**src/sdiv_pkg.sv**
```systemverilog
// shared types and constants for the signed truncating divider
// no dependencies; used by sdiv_core, signed_truncating_divider_top and the verif checker and test

package sdiv_pkg;

	localparam int DATA_W = 32;
	localparam int DIVR_W = DATA_W - 1;
	localparam int CNT_W  = $clog2(DATA_W);

	typedef struct packed {
		logic signed [DATA_W-1:0] dividend;
		logic        [DIVR_W-1:0] divisor;
	} req_t;

	typedef struct packed {
		logic signed [DATA_W-1:0] quotient;
		logic signed [DATA_W-1:0] remainder;
		logic                     divide_error;
	} rsp_t;

	typedef struct packed {
		logic busy;
		logic last;
	} core_stat_t;

endpackage

```
**src/signed_truncating_divider_top.sv**
```systemverilog
// signed truncating divider top level: handshake, sign handling, result register
// depends on sdiv_pkg and sdiv_core

// Divides a signed 32-bit dividend by a 31-bit non-negative divisor and returns the
// quotient truncated toward zero and a remainder with the sign of the dividend.
// A zero divisor sets divide_error and returns zero quotient and remainder. The
// magnitude of the dividend is taken as the transaction is accepted. The result
// register is loaded from the fix state once the restoring divider, which resolves one
// quotient bit per cycle, has worked through all 32 dividend bits; the signs are restored
// as it loads. One transaction is in the divider at a time, and req_stall is high while it works.
// The next transaction can be accepted in the cycle after the result register loads. A
// finished result waits in the output register while the next transaction is accepted.
// If the previous result is not yet taken, the divider holds its result and req_stall
// stays high until it moves.

module signed_truncating_divider_top (
	input  logic            clk,
	input  logic            arst_n,
	input  logic            req_valid,
	output logic            req_stall,
	input  sdiv_pkg::req_t  req,
	output logic            rsp_valid,
	input  logic            rsp_stall,
	output sdiv_pkg::rsp_t  rsp
);

	typedef enum logic [1:0] {
		ST_IDLE,
		ST_RUN,
		ST_FIX
	} state_t;

	state_t state_q;
	logic   neg_q;
	logic   err_q;
	logic   rsp_valid_q;
	sdiv_pkg::rsp_t rsp_q;

	logic                        accept;
	logic                        dvd_neg;
	logic [sdiv_pkg::DATA_W-1:0] magnitude;
	logic [sdiv_pkg::DATA_W-1:0] quo;
	logic [sdiv_pkg::DIVR_W-1:0] rem;
	logic [sdiv_pkg::DATA_W-1:0] rem_ext;
	logic                        out_free;
	sdiv_pkg::core_stat_t        stat;

	assign req_stall = (state_q != ST_IDLE);
	assign accept    = req_valid && !req_stall;
	assign dvd_neg   = req.dividend[sdiv_pkg::DATA_W-1];
	assign magnitude = dvd_neg ? (~req.dividend + 1'b1) : req.dividend;
	assign rem_ext   = {1'b0, rem};
	assign out_free  = !rsp_valid_q || !rsp_stall;

	sdiv_core u_core (
		.clk       (clk),
		.arst_n    (arst_n),
		.start     (accept),
		.magnitude (magnitude),
		.divisor   (req.divisor),
		.quo       (quo),
		.rem       (rem),
		.stat      (stat)
	);

	always_ff @(posedge clk or negedge arst_n) begin
		if (!arst_n) begin
			state_q     <= ST_IDLE;
			rsp_valid_q <= 1'b0;
			neg_q       <= 1'b0;
			err_q       <= 1'b0;
			rsp_q       <= '0;
		end else begin
			// a result leaving while the next one loads keeps valid high
			if (rsp_valid_q && !rsp_stall && state_q != ST_FIX) begin
				rsp_valid_q <= 1'b0;
			end
			unique case (state_q)
				ST_IDLE: begin
					if (accept) begin
						neg_q   <= dvd_neg;
						err_q   <= (req.divisor == '0);
						state_q <= ST_RUN;
					end
				end
				ST_RUN: begin
					if (stat.last) begin
						state_q <= ST_FIX;
					end
				end
				ST_FIX: begin
					// hold the result until the output register is free
					if (out_free) begin
						if (err_q) begin
							rsp_q.quotient  <= '0;
							rsp_q.remainder <= '0;
						end else begin
							rsp_q.quotient  <= neg_q ? (~quo + 1'b1) : quo;
							rsp_q.remainder <= neg_q ? (~rem_ext + 1'b1) : rem_ext;
						end
						rsp_q.divide_error <= err_q;
						rsp_valid_q        <= 1'b1;
						state_q            <= ST_IDLE;
					end
				end
				default: begin
					state_q <= ST_IDLE;
				end
			endcase
		end
	end

	assign rsp_valid = rsp_valid_q;
	assign rsp       = rsp_q;

	// only one transaction in the divider at a time
	a_single_flight: assert property (@(posedge clk) disable iff (!arst_n)
		accept |=> stat.busy && req_stall)
		else $error("transaction accepted while divider busy");

	// the divider finishes only while the control expects it
	a_last_in_run: assert property (@(posedge clk) disable iff (!arst_n)
		stat.last |-> (state_q == ST_RUN))
		else $error("divider finished outside run state");

	// a zero divisor gives zero quotient and remainder
	a_err_zero: assert property (@(posedge clk) disable iff (!arst_n)
		rsp_valid && rsp.divide_error |-> (rsp.quotient == '0) && (rsp.remainder == '0))
		else $error("nonzero result with divide error");

	// a result is not overwritten while it waits to be taken
	a_no_overwrite: assert property (@(posedge clk) disable iff (!arst_n)
		rsp_valid && rsp_stall |=> rsp_valid && $stable(rsp))
		else $error("pending result overwritten");

endmodule

```
**src/sdiv_core.sv**
```systemverilog
// restoring divider datapath: one quotient bit per cycle through shift registers
// depends on sdiv_pkg

module sdiv_core (
	input  logic                            clk,
	input  logic                            arst_n,
	input  logic                            start,
	input  logic [sdiv_pkg::DATA_W-1:0]     magnitude,
	input  logic [sdiv_pkg::DIVR_W-1:0]     divisor,
	output logic [sdiv_pkg::DATA_W-1:0]     quo,
	output logic [sdiv_pkg::DIVR_W-1:0]     rem,
	output sdiv_pkg::core_stat_t            stat
);

	logic [sdiv_pkg::DATA_W-1:0] quo_q;
	logic [sdiv_pkg::DIVR_W-1:0] rem_q;
	logic [sdiv_pkg::DIVR_W-1:0] divr_q;
	logic [sdiv_pkg::CNT_W-1:0]  cnt_q;
	logic                        busy_q;

	logic [sdiv_pkg::DATA_W-1:0] shifted;
	logic [sdiv_pkg::DATA_W:0]   diff;
	logic                        ge;
	logic                        last;

	// partial remainder stays below the divisor, so it fits in DIVR_W bits
	assign shifted = {rem_q, quo_q[sdiv_pkg::DATA_W-1]};
	assign diff    = {1'b0, shifted} - {2'b00, divr_q};
	assign ge      = ~diff[sdiv_pkg::DATA_W];
	assign last    = busy_q && (cnt_q == sdiv_pkg::CNT_W'(sdiv_pkg::DATA_W - 1));

	always_ff @(posedge clk or negedge arst_n) begin
		if (!arst_n) begin
			busy_q <= 1'b0;
			cnt_q  <= '0;
		end else if (start) begin
			busy_q <= 1'b1;
			cnt_q  <= '0;
		end else if (busy_q) begin
			cnt_q <= cnt_q + 1'b1;
			if (last) begin
				busy_q <= 1'b0;
			end
		end
	end

	always_ff @(posedge clk) begin
		if (start) begin
			quo_q  <= magnitude;
			rem_q  <= '0;
			divr_q <= divisor;
		end else if (busy_q) begin
			// dividend bits leave at the top while quotient bits enter at the bottom
			quo_q <= {quo_q[sdiv_pkg::DATA_W-2:0], ge};
			rem_q <= ge ? diff[sdiv_pkg::DIVR_W-1:0] : shifted[sdiv_pkg::DIVR_W-1:0];
		end
	end

	assign quo       = quo_q;
	assign rem       = rem_q;
	assign stat.busy = busy_q;
	assign stat.last = last;

endmodule

```
**config.mk**
```make
export PLATFORM = sky130hd
export DESIGN_NAME = signed_truncating_divider_top
export DESIGN_NICKNAME = d
export VERILOG_FILES = /design/src/sdiv_pkg.sv /design/src/signed_truncating_divider_top.sv /design/src/sdiv_core.sv
export SDC_FILE = /design/constraint.sdc
export NUM_CORES = 1
export LEC_CHECK = 0
export BUFFER_PORTS_ARGS = -buffer_cell sky130_fd_sc_hd__buf_2
export CORE_ASPECT_RATIO = 1.1
export CORE_MARGIN = 3
export CORE_UTILIZATION = 50
export DETAILED_ROUTE_END_ITERATION = 6
export PLACE_DENSITY = 0.75
export SYNTH_ARGS = -nofsm -noshare
export SYNTH_HDL_FRONTEND = slang
export SYNTH_SLANG_ARGS = --single-unit
```
**constraint.sdc**
```tcl
create_clock -name clk -period 5.44 [get_ports clk]
set_clock_uncertainty 0.1 [all_clocks]
set_input_delay 0 -clock clk [delete_from_list [all_inputs] [get_ports clk]]
set_output_delay 0 -clock clk [all_outputs]
set_load 0.1 [all_outputs]
```
==> summary.md, run 1 <==
| Metric | Value |
|---|---|
| Post-synth top cells | nand2_1, o21ai_0, xor2_1 |
| Max H-tree Level | 4 |
| Slew @ Worst Pin | 1.005 ns |
| CTS sink count | 170 |
| Antenna violations before repair | 0 |
| Initial DRC count | 455 |
| Critical Path Start Type | flop |
| Peak per-stage delay on the critical path | 0.71 ns |
| Ys async rst share | 44.71% |
| Status | complete, no violations |
| # fillers | 1637 |
| Post-synth top area share | 19.35% |
| Static Leakage | 0.005264 µW |
| Yosys warns | 0 |
| Routability Congestion | 0.9022 |
| Synth Cell Area | 9828 µm² |
| Die width | 139.7 µm |
| Row count | 53 |
| Total Routing Usage GR | 22.52% |
| Min-Delay Path Class | in -> async |
| FF-to-FF setup slack | 1.83 ns |
| Setup Fix Bufs, Post-CTS | 0 |
| Largest net degree at the start of global routing | 89 |
| Layout Nets | 1365 |
| Final wirelength | 24150 µm |
| Most frequent cell after synthesis | nand2_1 |
| Slowest CP cell | a2111o_1 |
| Setup violations, final | 0 |
| Most used DFF post-synth | dfrtp_1 |
| Initial Util | 51.11% |
| Clk buf depth | 2 |
| First-pass GRT wire length | 39590 µm |
| Final Cycle Share | 66.38% |
| Hold Violations, Final | 0 |
| Post_cts resized | 0 |
| DR DRC count | 0 |
| Dpl cells | 1423 |
| Slew HR | 33.00% |
| Synth top area cells | dfrtp_1, edfxtp_1, xor2_1 |
| Worst R2R Start | u_core.quo[31]$_DFFE_PP_ |
| Vias | 8474 |
| Sequential share of the synthesized area | 44.91% |
| Worst Path Buf+Inv | 1 |
| ANT nets after route | 0 |
| Routed WL per cell | 15.88 µm |
| Drt first pass iters | 5 |
| Clock root buffer | clkbuf_16 |
| Final min period | 3.611 ns |
| Yosys cell types | 59 |
| Crit-path max FO | 23 |
| Final Max Tran Viols | 0 |
| Max-cap viol count | 0 |
| Via density | 5.571 |
| # IOs | 134 |
| Inserted Clock Buffers | 17 |
| Crit. End Element | flop |
| Die Ht | 153.0 µm |
| Post-synth net total | 1191 |
| CP Class | reg -> reg |
| RSZ-0062 raised after global routing | no |
| R2R depth | 12 |
| Worst-skew pair later-pin latency | 0.43 ns |
| Area leader, netlist | dfrtp_1 |
| Crit path DAT | 3.80 ns |
| Count of input and output buffers | 133 |
| Avg Inst Size Synth | 9.042 µm² |
| Yosys reg bits | 170 |
| Crit-path leading delay family | compound AO/OA/AOI/OAI gates |
| Peak supply drop | 318.0 µV |
| FMAX | 276.9 MHz |
| Synth Instances | 1087 |
| CP cell instances | inv_1 > ha_1 > fa_1 > nand2b_1 > a21oi_1 > o21ai_0 > a21oi_1 > o31a_1 > a2111o_1 > o2111ai_1 > a31oi_1 > a211oi_1 |
| Cell Count, Final, Fillers Out | 1521 |
| Core footprint | 19230 µm² |
| GRT Residual Overflow | 0 |
| Worst path most repeated cell | a21oi_1 |
| CP required | 5.63 ns |
| CTS tree | yes |
| Setup tns final | 0 ns |
| Vias in the first global route | 8090 |
| Power per cell area | 539.8 nW/µm² |
| Worst R2R End | u_core.rem[11]$_SDFFE_PP0P_ |
| CTS clock-pin slew for the worst setup and hold paths | 0.07 ns |
| Synthesis-to-layout area growth | 21.48% |
| HPWL Detailed | 17100 µm |
| EDFF count, synth | 63 |
| Die area | 21380 µm² |
| Layout cells sized above 1 | 14.76% |
| Number of diodes | 0 |
[cell type report]
| type | count | area, µm² | share of cell area, % |
|---|---|---|---|
| Multi-Input combinational cell | 818 | 5061 | 42.39 |
| Sequential cell | 170 | 4415 | 36.98 |
| Timing Repair Buffer | 206 | 1381 | 11.57 |
| Clock buffer | 18 | 450.4 | 3.773 |
| Tap cell | 247 | 309.0 | 2.589 |
| Inverter | 48 | 180.2 | 1.509 |
| Clock inverter | 14 | 141.4 | 1.184 |
[worst register-to-register path: cells and delay by family, from the launching register on]
| family | cells | cell delay, ns |
|---|---|---|
| adders and majority gates | 2 | 0.63 |
| buffers and inverters | 1 | 0.07 |
| DFF | 1 | 0.35 |
| AOI/OAI and AO/OA | 8 | 2.13 |
| and+or+nand+nor | 1 | 0.19 |
[per-layer routing]
layer  wire (µm)  vias to the layer above  track usage [%]
met5           0                        -                0
met4         574                        0            6.553
met3        1298                       34            3.630
met2       11830                      245            39.24
met1       10440                     3973            29.06
li1            -                     4222                -
[placed cells by master, fill, tap and decap left out, drive strengths merged, types with 6 or more instances in the layout]
cell	synthesis	routed
dlygate4sd3	0	66
o41ai	12	12
ha	36	36
nor4	12	12
a21o	8	8
nand2b	11	11
xnor2	18	18
o21ai	169	169
clkbuf	49	18
or4	13	13
nand4	8	8
o31ai	34	34
dfrtp	76	76
nor2	58	58
buf	2	140
xor2	96	96
nor3	14	14
edfxtp	63	63
nand2	165	165
dfxtp	31	31
a21oi	59	59
or2	6	6
inv	48	51
nand3	13	13
clkinv	0	7
mux2i	11	11
or3	15	15
[worst max path at each step]
stage / from / endpoint / slack (ns) / cells past startpoint
after CTS: u_core.quo[31]$_DFFE_PP_ / u_core.rem[11]$_SDFFE_PP0P_ / 1.85 / 12
after global placement: u_core.quo[31]$_DFFE_PP_ / u_core.rem[11]$_SDFFE_PP0P_ / 1.95 / 12
after detailed placement: u_core.quo[31]$_DFFE_PP_ / u_core.rem[11]$_SDFFE_PP0P_ / 1.89 / 12
after floorplan: u_core.quo[31]$_DFFE_PP_ / u_core.rem[25]$_SDFFE_PP0P_ / 2.40 / 12
final: u_core.quo[31]$_DFFE_PP_ / u_core.rem[11]$_SDFFE_PP0P_ / 1.83 / 12
after global routing: u_core.quo[31]$_DFFE_PP_ / u_core.rem[11]$_SDFFE_PP0P_ / 1.64 / 12
[sequential cells by signal (all words and copies together), names as in the netlist]
signal         count
u_core.busy_q      1
u_core.quo        32
u_core.cnt_q       5
rsp_valid          1
u_core.divr_q     31
neg_q              1
state_q            2
rsp               65
err_q              1
u_core.rem        31
[kinds of logic after synthesis]
group	count (synthesis)	synth area share, %
adders and majority gates	37	4.787
DFF	170	44.91
AOI/OAI and AO/OA	326	19.83
and+or+nand+nor	330	15.39
buffers and inverters	99	3.794
xor gates and xnor gates	114	10.16
muxes	11	1.120
[metrics by stage]
stage	util, %	setup WS (ns)	cell area (µm²)	hold WS, ns	power (µW)
after floorplan	-	2.399	9828	-0.3956	4471
after global placement	55.57	1.951	10690	0.09309	5108
after detailed placement	55.57	1.894	10690	0.09292	5183
after CTS	62.08	1.849	11940	0.1743	6447
after global routing	62.08	1.637	11940	0.1893	6936
final	62.08	1.829	11940	0.1563	6445
[timing repair]
action                     in CTS  in global routing
setup endpoints to repair       0                  0
hold buffers                   66                  0
hold endpoints to repair      144                  0
[power breakdown]
part / total, µW / switching (µW) / leakage (µW) / internal, µW
combinational: 2970 / 1840 / 0.00310 / 1130
clock: 1210 / 511 / 0.000287 / 703
sequential: 2260 / 489 / 0.00188 / 1770
total: 6450 / 2840 / 0.00526 / 3610
Note: power is estimated with default switching activity, not from simulation.
==> run 2: changes to the inputs <==
--- a/config.mk
+++ b/config.mk
@@ -5,12 +5,13 @@
 export SDC_FILE = /design/constraint.sdc
 export NUM_CORES = 1
 export LEC_CHECK = 0
+export ABC_AREA = 1
 export BUFFER_PORTS_ARGS = -buffer_cell sky130_fd_sc_hd__buf_2
 export CORE_ASPECT_RATIO = 1.1
 export CORE_MARGIN = 3
 export CORE_UTILIZATION = 50
 export DETAILED_ROUTE_END_ITERATION = 6
-export PLACE_DENSITY = 0.75
+export PLACE_DENSITY = 0.77
 export SYNTH_ARGS = -nofsm -noshare
 export SYNTH_HDL_FRONTEND = slang
 export SYNTH_SLANG_ARGS = --single-unit
==> constraint.sdc (replaced) <==
create_clock -name clk -period 2.91 [get_ports clk]
set_clock_uncertainty 0.1 [all_clocks]
set_input_delay 0 -clock clk [delete_from_list [all_inputs] [get_ports clk]]
set_output_delay 0 -clock clk [all_outputs]
set_load 0.1 [all_outputs]
==> summary.md, run 2 <==
| Metric | Value |
|---|---|
| Status | complete, no violations |
| Synth Cell Area | 11870 µm² |
| Largest net degree at the start of global routing | 77 |
| CTS tree | yes |
| Total Routing Usage GR | 27.29% |
| Ys async rst share | 44.71% |
| # IOs | 134 |
| Most frequent cell after synthesis | nand2_1 |
| Worst-skew pair later-pin latency | 0.44 ns |
| Die area | 25630 µm² |
| CP required | 3.13 ns |
| Row count | 58 |
| Post-synth top area share | 18.34% |
| Setup Fix Bufs, Post-CTS | 0 |
| Synthesis-to-layout area growth | 18.20% |
| Commonest non-fill, non-tap cells in the layout | nand2_1, inv_1, nand3_1 |
| Inserted Clock Buffers | 17 |
| Count of input and output buffers | 133 |
| Layout cells sized above 1 | 10.92% |
| Yosys reg bits | 170 |
| Critical Path Start Type | flop |
| CTS clock-pin slew for the worst setup and hold paths | 0.07 ns |
| Initial Util | 51.44% |
| Via density | 5.283 |
| Synth Instances | 1773 |
| DR DRC count | 0 |
| Clk buf depth | 2 |
| Most common cell after layout, fill and taps aside | nand2_1 |
| Final Max Tran Viols | 0 |
| Final Cycle Share | 91.34% |
| Routed WL per cell | 15.55 µm |
| ANT nets after route | 0 |
| Vias in the first global route | 11710 |
| Max H-tree Level | 4 |
| Core footprint | 23080 µm² |
| Clock root buffer | clkbuf_16 |
| Slew @ Worst Pin | 1.156 ns |
| Setup ws final | 0.2519 ns |
| Layout Nets | 2059 |
| EDFF count, synth | 63 |
| Crit path DAT | 2.88 ns |
| Final wirelength | 35260 µm |
| Setup WS pre-CTS | 0.2745 ns |
| Number of diodes | 0 |
| GRT Residual Overflow | 0 |
| Drt first pass iters | 5 |
| RSZ-0062 raised after global routing | no |
| Initial DRC count | 982 |
| Antenna violations before repair | 0 |
| Crit-path max FO | 32 |
| Hold buffer count at cts | 64 |
| Setup tns final | 0 ns |
| Yosys cell types | 50 |
| Slew HR | 22.85% |
| Crit. End Element | flop |
| FMAX | 376.2 MHz |
| Min-Delay Path Class | in -> reg |
| Post-synth top cells | nand2_1, inv_1, nand3_1 |
| Max-cap viol count | 0 |
| Most used DFF post-synth | dfrtp_1 |
| HPWL Detailed | 26570 µm |
| Sequential share of the synthesized area | 37.18% |
| CP Class | reg -> reg |
| Hold Violations, Final | 0 |
| Synth top area cells | nand2_1, dfrtp_1, edfxtp_1 |
| CTS sink count | 170 |
| First-pass GRT wire length | 57150 µm |
| Post-synth net total | 1877 |
| Final min period | 2.658 ns |
| Post_cts resized | 0 |
| Routability Congestion | 0.9240 |
| Finished Core Util | 60.81% |
| Die width | 152.9 µm |
| Yosys warns | 0 |
| Setup violations, final | 0 |
| Number of flip-flops in the largest register | 65 |
| Die Ht | 167.6 µm |
| Avg Inst Size Synth | 6.696 µm² |
| Vias | 11980 |
| Area leader, netlist | nand2_1 |
| # fillers | 2125 |
==> run 2: logic make-up (layout without fill, tap and decap cells) <==
kind of cell    Yosys count  count (layout)  synth area share [%]
compound gates          185             185                 8.579
xor+xnor                 43              43                 3.173
fa+ha+maj                37              37                 3.963
buf+inv                 334             529                 10.99
flops                   170             170                 37.18
simple gates           1004            1004                 36.11
==> run 2: worst max-delay path, stage by stage (launching register included) <==
cell and delay (ns):
edfxtp_1 0.37, inv_1 0.08, ha_1 0.23, fa_1 0.41
inv_1 0.10, nand3_1 0.07, nand2_1 0.13, nand2_1 0.07
nand2_1 0.12, nand2_1 0.10, nand2_2 0.10, nand2_4 0.06
nand2_4 0.31, nand3_1 0.14, nand3_1 0.11, nand2_1 0.05
==> run 2: cell type report <==
| type | instances | area [µm²] | area share (%) |
|---|---|---|---|
| clock buffers | 17 | 425.4 | 3.032 |
| inverters | 287 | 1077 | 7.677 |
| repair buffers | 210 | 1406 | 10.02 |
| well taps | 300 | 375.4 | 2.675 |
| multi-input cells | 1269 | 6155 | 43.86 |
| flip-flops and latches | 170 | 4415 | 31.47 |
| clock inverters | 15 | 177.7 | 1.266 |
==> run 2: metal layers <==
metal	vias to the layer above	GRT usage [%]	part of all wire (%)
li1	6022	-	-
met4	0	12.90	4.3
met3	87	3.903	5.3
met5	-	0	0
met2	366	48.07	50
met1	5506	32.89	40
==> run 2: path summary, 6_finish.rpt <==
path	startpoint	end	slack (ns)	cells after the start
worst max-delay path	u_core.quo[31]$_DFFE_PP_	u_core.rem[15]$_SDFFE_PP0P_	0.25	15
max in group asynchronous	arst_n	neg_q$_DFFE_PN0P_	1.87	2
worst min-delay path	req[57]	u_core.quo[26]$_DFFE_PP_	0.04	5
worst min register to register	rsp[55]$_DFFE_PN0P_	rsp[55]$_DFFE_PN0P_	0.38	2
worst max register to register	u_core.quo[31]$_DFFE_PP_	u_core.rem[15]$_SDFFE_PP0P_	0.25	15
min in group asynchronous	arst_n	rsp[37]$_DFFE_PN0P_	0.14	2
==> run 2: metrics by stage <==
stage	std cells	area [µm²]	hold slack, ns
3_3_place_gp	2172	12790	0.09265
6_report	2268	14030	0.04060
5_1_grt	2268	14030	0.07835
2_1_floorplan	1773	11870	-0.3956
4_1_cts	2268	14030	0.01610
3_5_place_dp	2172	12790	0.09279
Power of run 2 is not shown: default switching activity piles up to over one toggle a cycle in this logic, so the estimate is an artifact.
